==> config.mk <==
export PLATFORM = sky130hd
export DESIGN_NAME = rsc_mac
export DESIGN_NICKNAME = d
export VERILOG_FILES = /design/src/rtl/core/rsc_pkg.sv /design/src/rtl/core/rsc_mac.sv
export SDC_FILE = /design/constraint.sdc
export NUM_CORES = 2
export LEC_CHECK = 0
export BUFFER_PORTS_ARGS = -buffer_cell sky130_fd_sc_hd__buf_2
export CAP_MARGIN = 20
export CORE_MARGIN = 2
export CORE_UTILIZATION = 38
export DETAILED_ROUTE_END_ITERATION = 16
export PLACE_DENSITY_LB_ADDON = 0.15
export SETUP_SLACK_MARGIN = 0.3
export SYNTH_ARGS = -nofsm -noshare
export SYNTH_HDL_FRONTEND = slang
export SYNTH_SLANG_ARGS = --single-unit
==> constraint.sdc <==
create_clock -name clk -period 6 [get_ports clk]
set_input_delay 0.6 -clock clk [delete_from_list [all_inputs] [get_ports clk]]
set_output_delay 0.6 -clock clk [all_outputs]
set_load 0.02 [all_outputs]
==> src/rtl/core/rsc_pkg.sv <==
// Shared types, constants and table builders for the rotation sequence composer.
package rsc_pkg;

	// Field and fixed-point formats
	localparam int ELEM_W       = 32;
	localparam int ANGLE_W      = 32;
	localparam int EFRAC        = ELEM_W - 2;
	localparam int AFRAC        = ANGLE_W - 4;
	localparam int MAX_STEPS    = 48;
	localparam int CORDIC_STEPS = (ELEM_W < MAX_STEPS) ? ELEM_W : MAX_STEPS;
	localparam int STEP_W       = $clog2(CORDIC_STEPS);
	localparam int ANG_EXT_W    = ANGLE_W + 2;
	localparam int CW           = 64;
	localparam int SUM_W        = 2 * ELEM_W + 2;
	localparam int AXIS_W       = 2;

	typedef logic signed [ELEM_W-1:0]    elem_t;
	typedef logic signed [ANGLE_W-1:0]   angle_t;
	typedef logic signed [ANG_EXT_W-1:0] angle_ext_t;
	typedef logic signed [CW-1:0]        cw_t;
	typedef logic signed [SUM_W-1:0]     sum_t;
	typedef logic [CORDIC_STEPS-1:0][CW-1:0] atan_tab_t;

	// Axis codes
	typedef enum logic [AXIS_W-1:0] {
		AXIS_X    = 2'd0,
		AXIS_Y    = 2'd1,
		AXIS_Z    = 2'd2,
		AXIS_NONE = 2'd3
	} axis_t;

	// Pi, pi/2 and pi/4 in 62 fraction bits; 1/gain in 60 fraction bits
	localparam logic [63:0] PI_Q62         = 64'hC90FDAA22168C234;
	localparam logic [63:0] HALF_PI_Q62    = 64'h6487ED5110B4611A;
	localparam logic [63:0] QUARTER_PI_Q62 = 64'h3243F6A8885A308D;
	localparam cw_t         INV_GAIN_Q60   = 64'sd700114967507363238;

	// Pi and pi/2 rounded to the angle format
	localparam angle_ext_t PI_A =
		ANG_EXT_W'((PI_Q62 + (64'd1 << (61 - AFRAC))) >> (62 - AFRAC));
	localparam angle_ext_t HPI_A =
		ANG_EXT_W'((HALF_PI_Q62 + (64'd1 << (61 - AFRAC))) >> (62 - AFRAC));
	localparam angle_ext_t TWO_PI_A = PI_A <<< 1;

	localparam elem_t ONE_E  = elem_t'(64'd1 << EFRAC);
	localparam elem_t ZERO_E = '0;

	// Saturate a wide signed value to the element range
	function automatic elem_t sat_elem(input sum_t v);
		sum_t hi_lim;
		sum_t lo_lim;
		hi_lim = (sum_t'(1) <<< (ELEM_W - 1)) - sum_t'(1);
		lo_lim = -(sum_t'(1) <<< (ELEM_W - 1));
		if (v > hi_lim) begin
			return elem_t'(hi_lim);
		end else if (v < lo_lim) begin
			return elem_t'(lo_lim);
		end
		return elem_t'(v);
	endfunction

	// Restoring unsigned division, used only while building the table
	function automatic logic [63:0] udiv64(input logic [63:0] n, input logic [63:0] d);
		logic [64:0] rem;
		logic [63:0] quo;
		rem = '0;
		quo = '0;
		for (int b = 63; b >= 0; b--) begin
			rem = {rem[63:0], n[b]};
			if (rem >= {1'b0, d}) begin
				rem    = rem - {1'b0, d};
				quo[b] = 1'b1;
			end
		end
		return quo;
	endfunction

	// Arctangent of 2^-i in 61 fraction bits, from the alternating series
	function automatic atan_tab_t build_atan_tab();
		atan_tab_t tab;
		cw_t       sum;
		cw_t       term;
		int        e;
		tab[0] = cw_t'((QUARTER_PI_Q62 + 64'd1) >> 1);
		for (int i = 1; i < CORDIC_STEPS; i++) begin
			sum = '0;
			for (int k = 0; k < 32; k++) begin
				e = 62 - i * (2 * k + 1);
				if (e >= 0) begin
					term = cw_t'(udiv64(64'd1 << e, 64'(2 * k + 1)));
					sum  = k[0] ? (sum - term) : (sum + term);
				end
			end
			tab[i] = (sum + cw_t'(1)) >>> 1;
		end
		return tab;
	endfunction

	localparam atan_tab_t ATAN_TAB = build_atan_tab();

	// Control word for one multiply-accumulate operation
	typedef struct packed {
		logic valid;
		logic clr;
		logic sub;
		logic fin;
	} mac_ctl_t;

endpackage

==> src/rtl/core/rsc_mac.sv <==
// Shared signed multiplier with accumulator, rounding and saturation.
module rsc_mac (
	input  logic              clk,
	input  logic              arst_n,
	input  rsc_pkg::mac_ctl_t ctl,
	input  rsc_pkg::elem_t    op_a,
	input  rsc_pkg::elem_t    op_b,
	output logic              res_valid,
	output rsc_pkg::elem_t    res
);
	import rsc_pkg::*;

	mac_ctl_t                    ctl_s1;
	logic signed [2*ELEM_W-1:0]  prod_s1;
	sum_t                        acc_s2;
	logic                        res_valid_s2;
	sum_t                        term;
	sum_t                        acc_base;

	// Stage one: product
	always_ff @(posedge clk) begin
		prod_s1 <= op_a * op_b;
	end

	// Signed term and accumulator base for stage two
	assign term     = ctl_s1.sub ? -SUM_W'(prod_s1) : SUM_W'(prod_s1);
	assign acc_base = ctl_s1.clr ? '0 : acc_s2;

	always_ff @(posedge clk) begin
		if (ctl_s1.valid) begin
			acc_s2 <= acc_base + term;
		end
	end

	// Control pipeline
	always_ff @(posedge clk or negedge arst_n) begin
		if (!arst_n) begin
			ctl_s1       <= '0;
			res_valid_s2 <= 1'b0;
		end else begin
			ctl_s1       <= ctl;
			res_valid_s2 <= ctl_s1.valid & ctl_s1.fin;
		end
	end

	// Round half up and saturate the finished sum
	assign res       = sat_elem((acc_s2 + (sum_t'(1) <<< (EFRAC - 1))) >>> EFRAC);
	assign res_valid = res_valid_s2;

endmodule

==> metrics <==
CTS H-Tree Depth 4; HP Start ctl[2]; GR Util met1 between 30% and 40%; First DRT Iteration DRCs 1867; first-pass GRT wire length 212000 um; die height approximately 350 um; Critical Path Max Stage Delay 640 ps; EDFF count, synth 66; Final Critical Period 7110 ps; Detailed Routing Iterations Pass 1 6; routed vias 34500; grt met3 use 2.03%; row cnt between 100 and 150; Tcrit/Tclk final 119%; outcome complete, but fails checks; DP Wirelength 114000 um; drt wl/cell 18.8 um; Crit. Startpoint op_a[12]; gr ovfl total 0; Critical Path RT 6340 ps; NumNets Final 6868; post-synthesis cell type count 72; r2r startpoint prod_s1[11]$_DFF_P_; failing checks negative setup slack; vias in the first global route 37300; share of cells above drive strength 1 between 20 and 25%; fin cells 7092; leading area contributor after synthesis fa_1; largest net degree at the start of global routing 68; Worst path slowest cell fa_2; Top cell by count, worst path fa_1; Clock transition at path regs around 60 ps; Post-Syn Instances 4980; clk sink count 135; Post-Synth Simple-Gate Area around 17%; CTS buffer count 17; crit-path max FO 4; relative slew slack a little over a third; Fin. Hold Viols 0; RSZ-0062 raised after global routing yes; Post-Synth XOR/XNOR Area approximately 4.3%; FMAX 141 MHz; Routed Antenna Nets 0; Longest Clk Path Bufs 2; Mapped Nets 6384; met2 Resource Use GR 35.9%; Vias/cell 4.87; core footprint around 0.12 mm^2; Worst Path Arrival ~7500 ps; Clock Skews about 14 ps; CP startpoint kind input port; top_reg_cell synth edfxtp_1; initial core utilization around two fifths; Synth Register Bits approximately 140; Seq/Total Area, Yosys around 7.4%; Worst Setup End Kind flop; gpl congestion about 0.87; mux cell area share after synthesis 0.0519%; Synth Warn # 0; # port buffers 102; setup violators final 46; # fillers 11600; area grow syn2layout 23.1%; initial antenna violation count 3; min setup slack post-route -1110 ps; final WL 134000 um; ys async rst share 3.70%; die area 0.123 mm^2; Yosys top cell area share 47.3%; Worst-Skew Late Latency 450 ps; critical path class in2reg; root buffer cell clkbuf_16; top post-synthesis cells by area fa_1, inv_1, and2_1, ha_1, nand2_1; main combinational cell family by area after synthesis adder cells; post-place setup slack -1950 ps; number of max-cap violations 0; syn avg cell area 9.20 um^2; GRT Overall Usage around 22%; Tightest Hold Check Type in2reg; Die Span X 351 um; post-route DRC violation count 0; Mapped Area 0.0458 mm^2; Slew @ Worst Pin between 900 and 1000 ps; complex-gate fraction of the synthesized area under 10%; CTS tree yes; adder-cell area share of the yosys netlist 54.2%; Inst Count DP 6959; I/O pin count 103; GRT Max-Usage Layer met2; max-slew violations 0
routing by layer:
metal / routed length (um) / vias up
li1: - / 16000
met1: 63200 / 17800
met2: 62400 / 696
met3: 5870 / 99
met4: 2190 / 2
met5: 13 / -
stage by stage:
| stage | TNS (ps) | hold slack [ps] | area, um^2 | util (%) |
|---|---|---|---|---|
| after floorplan | -28450 | 304 | 47100 | - |
| after global placement | -64320 | 417 | 52400 | 43.8 |
| after detailed placement | -66620 | 419 | 52400 | 43.8 |
| after CTS | -32920 | 234 | 54500 | 45.5 |
| after global routing | -42710 | 242 | 56400 | 47.0 |
| final | -33240 | 255 | 56400 | 47.0 |
final cells by class:
type | count | area [um^2] | share of cell area [%]
multi-input cells | 3600 | 39700 | 70.4
repair buffers | 704 | 6850 | 12.1
inverters | 1006 | 3780 | 6.71
flip-flops and latches | 135 | 3390 | 6.02
well taps | 1612 | 2020 | 3.58
clock buffers | 18 | 429 | 0.761
clock inverters | 14 | 185 | 0.328
diodes | 3 | 7.51 | 0.0133
logic make-up (layout without fill, tap and decap cells):
family                   Yosys count  after routing
XOR/XNOR                         224            224
AO/OA/AOI/OAI                    486            486
flip-flops                       135            135
adder cells (fa/ha/maj)         1334           1334
multiplexers                       2              2
other                              0              3
buffers and inverters           1245           1742
AND/OR/NAND/NOR                 1554           1554
state kept, by name, indices dropped and copies added (netlist names):
name,flops
res_valid,1
ctl_s1,4
prod_s1,64
acc_s2,66
Yosys cell counts, types with 7 or more instances:
library cell	count
nand2_1	615
nor3_1	38
o31ai_1	20
o21ai_0	126
inv_1	1006
o21a_1	15
xor2_1	67
o211ai_1	9
nand2b_1	21
or4_1	9
or3_1	18
edfxtp_1	66
fa_1	1083
clkbuf_1	234
and2_1	519
xnor2_1	156
o41ai_1	11
nand4_1	31
dfxtp_1	64
ha_1	251
a21oi_1	141
a211oi_1	19
o21bai_1	22
nor2_1	120
a21boi_0	7
a31oi_1	8
a21o_1	57
nor2b_1	78
nand3_1	51
and3_1	17
final timing paths:
path,cells past startpoint,slack [ps],end
worst max-delay path,25,-1110,prod_s1[62]$_DFF_P_
worst min-delay path,1,250,ctl_s1[2]$_DFF_PN0_
worst max register to register,19,480,acc_s2[65]$_DFFE_PP_
worst min register to register,1,460,res_valid$_DFF_PN0_
max in group asynchronous,2,5370,ctl_s1[1]$_DFF_PN0_
min in group asynchronous,2,480,ctl_s1[0]$_DFF_PN0_
cells in the final DEF (no fill, tap or decap), types with 44 or more instances in the layout:
cell,instances
fa_1,978
inv_1,963
nand2_1,588
and2_1,462
buf_4,449
ha_1,205
xnor2_1,145
nor2_1,111
a21oi_1,105
fa_2,105
buf_6,103
o21ai_0,96
nor2b_1,76
buf_12,71
edfxtp_1,66
dfxtp_1,64
xor2_1,63
a21o_1,57
and2_4,57
nand3_1,50
buf_2,44
worst max-delay path: cells and delay by family:
family          cells  cell delay (ps)
xor+xnor            1              140
fa+ha+maj           9             4380
buf+inv             5              460
compound gates      9             1740
simple gates        1              130
what timing repair did:
action,4_1_cts,5_1_grt
gates cloned,4,8
resized for setup,280,328
hold endpoints to repair,5,0
pin swaps,139,196
setup buffers,36,49
hold buffers,1,0
endpoints found under the setup margin,61,69
Power is left out: the tool's default activity adds up to more than one toggle a clock period on the data nets, which glitch-free logic cannot reach.
