File: src/rtl/core/rsc_pkg.sv
// Shared types, constants and table builders for the rotation sequence composer.
package rsc_pkg;

	// Field and fixed-point formats
	localparam int ELEM_W       = 32;
	localparam int ANGLE_W      = 32;
	localparam int EFRAC        = ELEM_W - 2;
	localparam int AFRAC        = ANGLE_W - 4;
	localparam int MAX_STEPS    = 48;
	localparam int CORDIC_STEPS = (ELEM_W < MAX_STEPS) ? ELEM_W : MAX_STEPS;
	localparam int STEP_W       = $clog2(CORDIC_STEPS);
	localparam int ANG_EXT_W    = ANGLE_W + 2;
	localparam int CW           = 64;
	localparam int SUM_W        = 2 * ELEM_W + 2;
	localparam int AXIS_W       = 2;

	typedef logic signed [ELEM_W-1:0]    elem_t;
	typedef logic signed [ANGLE_W-1:0]   angle_t;
	typedef logic signed [ANG_EXT_W-1:0] angle_ext_t;
	typedef logic signed [CW-1:0]        cw_t;
	typedef logic signed [SUM_W-1:0]     sum_t;
	typedef logic [CORDIC_STEPS-1:0][CW-1:0] atan_tab_t;

	// Axis codes
	typedef enum logic [AXIS_W-1:0] {
		AXIS_X    = 2'd0,
		AXIS_Y    = 2'd1,
		AXIS_Z    = 2'd2,
		AXIS_NONE = 2'd3
	} axis_t;

	// Pi, pi/2 and pi/4 in 62 fraction bits; 1/gain in 60 fraction bits
	localparam logic [63:0] PI_Q62         = 64'hC90FDAA22168C234;
	localparam logic [63:0] HALF_PI_Q62    = 64'h6487ED5110B4611A;
	localparam logic [63:0] QUARTER_PI_Q62 = 64'h3243F6A8885A308D;
	localparam cw_t         INV_GAIN_Q60   = 64'sd700114967507363238;

	// Pi and pi/2 rounded to the angle format
	localparam angle_ext_t PI_A =
		ANG_EXT_W'((PI_Q62 + (64'd1 << (61 - AFRAC))) >> (62 - AFRAC));
	localparam angle_ext_t HPI_A =
		ANG_EXT_W'((HALF_PI_Q62 + (64'd1 << (61 - AFRAC))) >> (62 - AFRAC));
	localparam angle_ext_t TWO_PI_A = PI_A <<< 1;

	localparam elem_t ONE_E  = elem_t'(64'd1 << EFRAC);
	localparam elem_t ZERO_E = '0;

	// Saturate a wide signed value to the element range
	function automatic elem_t sat_elem(input sum_t v);
		sum_t hi_lim;
		sum_t lo_lim;
		hi_lim = (sum_t'(1) <<< (ELEM_W - 1)) - sum_t'(1);
		lo_lim = -(sum_t'(1) <<< (ELEM_W - 1));
		if (v > hi_lim) begin
			return elem_t'(hi_lim);
		end else if (v < lo_lim) begin
			return elem_t'(lo_lim);
		end
		return elem_t'(v);
	endfunction

	// Restoring unsigned division, used only while building the table
	function automatic logic [63:0] udiv64(input logic [63:0] n, input logic [63:0] d);
		logic [64:0] rem;
		logic [63:0] quo;
		rem = '0;
		quo = '0;
		for (int b = 63; b >= 0; b--) begin
			rem = {rem[63:0], n[b]};
			if (rem >= {1'b0, d}) begin
				rem    = rem - {1'b0, d};
				quo[b] = 1'b1;
			end
		end
		return quo;
	endfunction

	// Arctangent of 2^-i in 61 fraction bits, from the alternating series
	function automatic atan_tab_t build_atan_tab();
		atan_tab_t tab;
		cw_t       sum;
		cw_t       term;
		int        e;
		tab[0] = cw_t'((QUARTER_PI_Q62 + 64'd1) >> 1);
		for (int i = 1; i < CORDIC_STEPS; i++) begin
			sum = '0;
			for (int k = 0; k < 32; k++) begin
				e = 62 - i * (2 * k + 1);
				if (e >= 0) begin
					term = cw_t'(udiv64(64'd1 << e, 64'(2 * k + 1)));
					sum  = k[0] ? (sum - term) : (sum + term);
				end
			end
			tab[i] = (sum + cw_t'(1)) >>> 1;
		end
		return tab;
	endfunction

	localparam atan_tab_t ATAN_TAB = build_atan_tab();

	// Control word for one multiply-accumulate operation
	typedef struct packed {
		logic valid;
		logic clr;
		logic sub;
		logic fin;
	} mac_ctl_t;

endpackage

File: src/rtl/core/rsc_cordic.sv
// Angle reduction and iterative CORDIC sine/cosine unit.
module rsc_cordic (
	input  logic                  clk,
	input  logic                  arst_n,
	input  logic                  start,
	input  rsc_pkg::angle_t       angle,
	output logic                  done,
	output rsc_pkg::elem_t        cos_val,
	output rsc_pkg::elem_t        sin_val
);
	import rsc_pkg::*;

	typedef enum logic [3:0] {
		C_IDLE   = 4'b0001,
		C_REDUCE = 4'b0010,
		C_ITER   = 4'b0100,
		C_FINAL  = 4'b1000
	} cstate_t;

	cstate_t           state_q;
	angle_ext_t        ang_q;
	logic              flip_q;
	cw_t               x_q;
	cw_t               y_q;
	cw_t               z_q;
	logic [STEP_W-1:0] step_q;
	logic              done_q;
	elem_t             cos_q;
	elem_t             sin_q;

	angle_ext_t ang_in;
	angle_ext_t ang_wrap;
	angle_ext_t ang_fold;
	logic       fold;
	cw_t        dx;
	cw_t        dy;
	sum_t       x_rnd;
	sum_t       y_rnd;

	// Wrap the input into [-pi, pi]; one step covers the whole angle range
	always_comb begin
		ang_in = ANG_EXT_W'(angle);
		if (ang_in > PI_A) begin
			ang_wrap = ang_in - TWO_PI_A;
		end else if (ang_in < -PI_A) begin
			ang_wrap = ang_in + TWO_PI_A;
		end else begin
			ang_wrap = ang_in;
		end
	end

	// Fold into [-pi/2, pi/2]; a fold negates both outputs
	always_comb begin
		fold = 1'b1;
		if (ang_q > HPI_A) begin
			ang_fold = ang_q - PI_A;
		end else if (ang_q < -HPI_A) begin
			ang_fold = ang_q + PI_A;
		end else begin
			ang_fold = ang_q;
			fold     = 1'b0;
		end
	end

	// Shifted terms of one rotation step
	assign dx = y_q >>> step_q;
	assign dy = x_q >>> step_q;

	// Round to the element format
	assign x_rnd = (SUM_W'(x_q) + (sum_t'(1) <<< (59 - EFRAC))) >>> (60 - EFRAC);
	assign y_rnd = (SUM_W'(y_q) + (sum_t'(1) <<< (59 - EFRAC))) >>> (60 - EFRAC);

	// Sequence reduction, rotation steps and output rounding
	always_ff @(posedge clk or negedge arst_n) begin
		if (!arst_n) begin
			state_q <= C_IDLE;
			step_q  <= '0;
			done_q  <= 1'b0;
		end else begin
			done_q <= (state_q == C_FINAL);
			case (state_q)
				C_IDLE: begin
					if (start) begin
						state_q <= C_REDUCE;
					end
				end
				C_REDUCE: begin
					step_q  <= '0;
					state_q <= C_ITER;
				end
				C_ITER: begin
					if (step_q == STEP_W'(CORDIC_STEPS - 1)) begin
						state_q <= C_FINAL;
					end else begin
						step_q <= step_q + STEP_W'(1);
					end
				end
				C_FINAL: begin
					state_q <= C_IDLE;
				end
				default: begin
					state_q <= C_IDLE;
				end
			endcase
		end
	end

	// Datapath registers
	always_ff @(posedge clk) begin
		case (state_q)
			C_IDLE: begin
				if (start) begin
					ang_q <= ang_wrap;
				end
			end
			C_REDUCE: begin
				flip_q <= fold;
				x_q    <= INV_GAIN_Q60;
				y_q    <= '0;
				z_q    <= CW'(ang_fold) <<< (61 - AFRAC);
			end
			C_ITER: begin
				if (!z_q[CW-1]) begin
					x_q <= x_q - dx;
					y_q <= y_q + dy;
					z_q <= z_q - ATAN_TAB[step_q];
				end else begin
					x_q <= x_q + dx;
					y_q <= y_q - dy;
					z_q <= z_q + ATAN_TAB[step_q];
				end
			end
			C_FINAL: begin
				cos_q <= sat_elem(flip_q ? -x_rnd : x_rnd);
				sin_q <= sat_elem(flip_q ? -y_rnd : y_rnd);
			end
			default: begin
			end
		endcase
	end

	assign done    = done_q;
	assign cos_val = cos_q;
	assign sin_val = sin_q;

endmodule

File: config.mk
export PLATFORM = sky130hd
export DESIGN_NAME = rsc_cordic
export DESIGN_NICKNAME = d
export VERILOG_FILES = /design/src/rtl/core/rsc_pkg.sv /design/src/rtl/core/rsc_cordic.sv
export SDC_FILE = /design/constraint.sdc
export NUM_CORES = 2
export LEC_CHECK = 0
export CORE_UTILIZATION = 45
export CTS_BUF_LIST = sky130_fd_sc_hd__clkbuf_8
export CTS_CLUSTER_DIAMETER = 30
export DETAILED_ROUTE_END_ITERATION = 12
export DONT_BUFFER_PORTS = 1
export PLACE_DENSITY = 0.61
export SLEW_MARGIN = 20
export SYNTH_ARGS = -nofsm -noshare
export SYNTH_HDL_FRONTEND = slang
export SYNTH_SLANG_ARGS = --single-unit
export TNS_END_PERCENT = 30
File: constraint.sdc
create_clock -name clk -period 7.85 [get_ports clk]
set_clock_uncertainty 0.2 [all_clocks]
set_input_delay 1.1775 -clock clk [delete_from_list [all_inputs] [get_ports clk]]
set_output_delay 1.1775 -clock clk [all_outputs]
set_load 0.1 [all_outputs]
==> out/results.txt <==
Outcome: finished clean
Register area share after synthesis: 21.2%
Post-route cell area: 0.0460 mm²
Port bufs: 0
Leakage power: 16.7 nW
WS Path Type: reg2reg
Crit path max-delay family: compound AO/OA/AOI/OAI gates
Crit share post-route: 96.2%
Clk buf depth: 3
Total of max-cap violations: 0
Row Count: 112
Commonest non-fill, non-tap cell in the layout: nand2_1
Hpwl dp: 114 mm
Share of cells above drive strength 1: 14.3%
Chip height: 309 µm
Critical path launch point type: flip-flop
Vias in the first global route: 37,900
Post-synth ARST share: 3.33%
Fin. Hold Viols: 0
Max IR drop VDD: 0.290 mV
Crit-path most repeated cell: o21ai_0
Crit end category: flip-flop
CTS Buf Count: 90
Initial core utilization: 45.4%
Gr usage total: 30.8%
Total gr overflow: 0
Worst-path clk slew: 0.05 ns
Worst EP arrival: 7.80 ns
DRT Pass-1 Iters: 8
CTS tree: built
Hold slack final: 0.0618 ns
Stages on worst setup path: 25
Average size of a mapped cell: 8.39 µm²
Detail Route Antenna Nets: 0
Total number of yosys warnings: 0
Die width: 309 µm
Clock period minus worst slack: 7.55 ns
Initial DRC count: 4,681
Final #Nets: 5,204
Mapped cell area: 0.0423 mm²
Syn nets: 5,301
# setup viols final: 0
DRC errors left: 0
GP Congestion: 1.07
Library cells used by synthesis: 114
Post-placement cell area: 0.0438 mm²
Via/cell ratio: 6.49
Crit-path max FO: 39
CP required: 8.10 ns
Core area: 0.0932 mm²
Slowest CP cell: mux4_2
Wirelength per Cell: 24.0 µm
Clock latency on the worst-skew pair: 0.78 ns
Die ar.: 0.0952 mm²
Initial antenna violation count: 3
PwrDens: 434 mW/mm²
Total Wirelength: 151 mm
Crit path largest cell delay: 0.66 ns
H-tree level count: 3
Post-Syn Instances: 5,038
EDFF count, synth: 290
Largest net degree at the start of global routing: 149
First-pass GRT wire length: 229 mm
CP bufs+invs: 3
Slew Viols, Final: 0
Commonest cells after routing, fill and taps aside: nand2_1 (457), nor2_1 (450), a21oi_1 (388)
Worst slew pin tran: 1.13 ns
Max-slew headroom: 24.4%
Area grow syn2layout: 8.87%
Root buffer cell: clkbuf_8
Highest clock rate: 132 MHz
Ports: 100
Synth Register Bits: 300
HP Class: in2async
Detailed-route via count: 40,700
Register-to-Register Path Depth: 25
Top_reg_cell synth: edfxtp_1
CTS sink count: 300
final cells by class:
class / count / area, µm²
Antenna cell: 3 / 7.51
Inverter: 113 / 424
Multi-Input combinational cell: 4262 / 31500
Clock buffer: 92 / 1270
Tap cell: 1254 / 1570
Fill cell: 8989 / 47200
Timing Repair Buffer: 174 / 1460
Sequential cell: 300 / 8980
Clock inverter: 77 / 793
path summary, 6_finish.rpt:
kind	start	end	slack (ns)
setup / recovery	step_q[1]$_DFFE_PN0P_	x_q[52]$_SDFFCE_PN1N_	0.30
hold / removal	arst_n	state_q[0]$_DFFE_PN1P_	0.06
setup reg to reg	step_q[1]$_DFFE_PN0P_	x_q[52]$_SDFFCE_PN1N_	0.30
hold reg to reg	state_q[3]$_DFFE_PN0P_	state_q[1]$_DFFE_PN0P_	0.40
max in group asynchronous	arst_n	step_q[3]$_DFFE_PN0P_	6.25
min in group clk	angle[0]	ang_q[0]$_DFFE_PP_	0.31
power by group:
part | internal [mW] | switching (mW) | leakage [nW]
logic | 5.92 | 8.64 | 12.9
clock network | 1.58 | 0.996 | 1.09
registers | 2.32 | 0.534 | 2.72
total | 9.82 | 10.2 | 16.7
metal layers:
| metal | global-route usage (%) | vias to the layer above | part of all wire [%] | wire [µm] |
|---|---|---|---|---|
| met5 | 0 | - | 0.030 | 45 |
| met4 | 15.0 | 6 | 4.9 | 7340 |
| met3 | 5.40 | 393 | 8.2 | 12400 |
| met2 | 48.8 | 1983 | 45 | 68400 |
| met1 | 40.4 | 19500 | 42 | 62600 |
| li1 | - | 18900 | - | - |
sequential cells by signal, summed over array words and instances, names as in the netlist:
name,cells
flip_q,1
state_q,4
x_q,64
cos_val,32
z_q,64
done,1
step_q,5
y_q,64
sin_val,32
ang_q,33
through the flow:
step	utilization, %	power [mW]	setup TNS [ns]	setup slack [ns]	instances
2_1_floorplan	-	13.6	0	0.0351	5038
3_3_place_gp	47.0	17.0	0	0.217	6100
3_5_place_dp	47.0	17.0	0	0.135	6100
4_1_cts	49.2	19.7	0	0.100	6270
5_1_grt	49.4	21.5	-0.0289	-0.0157	6274
6_report	49.4	20.0	0	0.298	6275
synthesized netlist by cell type (69+ instances only):
cell type	n	share of area (%)
nand3_1	105	1.2
mux2i_1	134	3.2
inv_1	111	0.99
a21oi_1	392	4.6
mux4_2	169	9.0
clkbuf_1	235	2.1
nand2_1	458	4.1
a21o_1	112	2.0
and3_1	70	1.0
nor2_1	452	4.0
a31oi_1	89	1.3
o21ai_0	315	3.7
nand2b_1	69	1.0
nand4_1	72	1.1
xor2_1	208	4.3
nor3_1	105	1.2
ha_1	225	6.7
edfxtp_1	290	21
xnor2_1	305	6.3
kinds of logic (layout without fill, tap and decap cells):
family          after synthesis  after routing  synth area share (%)
buf+inv                     476            456                  4.68
fa+ha+maj                   228            228                  6.80
xor+xnor                    514            514                  10.7
other cells                   0              3                     0
simple gates               1632           1632                  18.9
compound gates             1516           1516                  23.6
mux                         372            372                  14.1
flops                       300            300                  21.2
timing repair:
item	in CTS	in global routing
hold buffers	1	0
endpoints found under the setup margin	0	31
resized for setup	0	28
endpoints found under the hold margin	9	0
setup buffers	0	1
No activity file was read; power rests on OpenSTA's default activity.
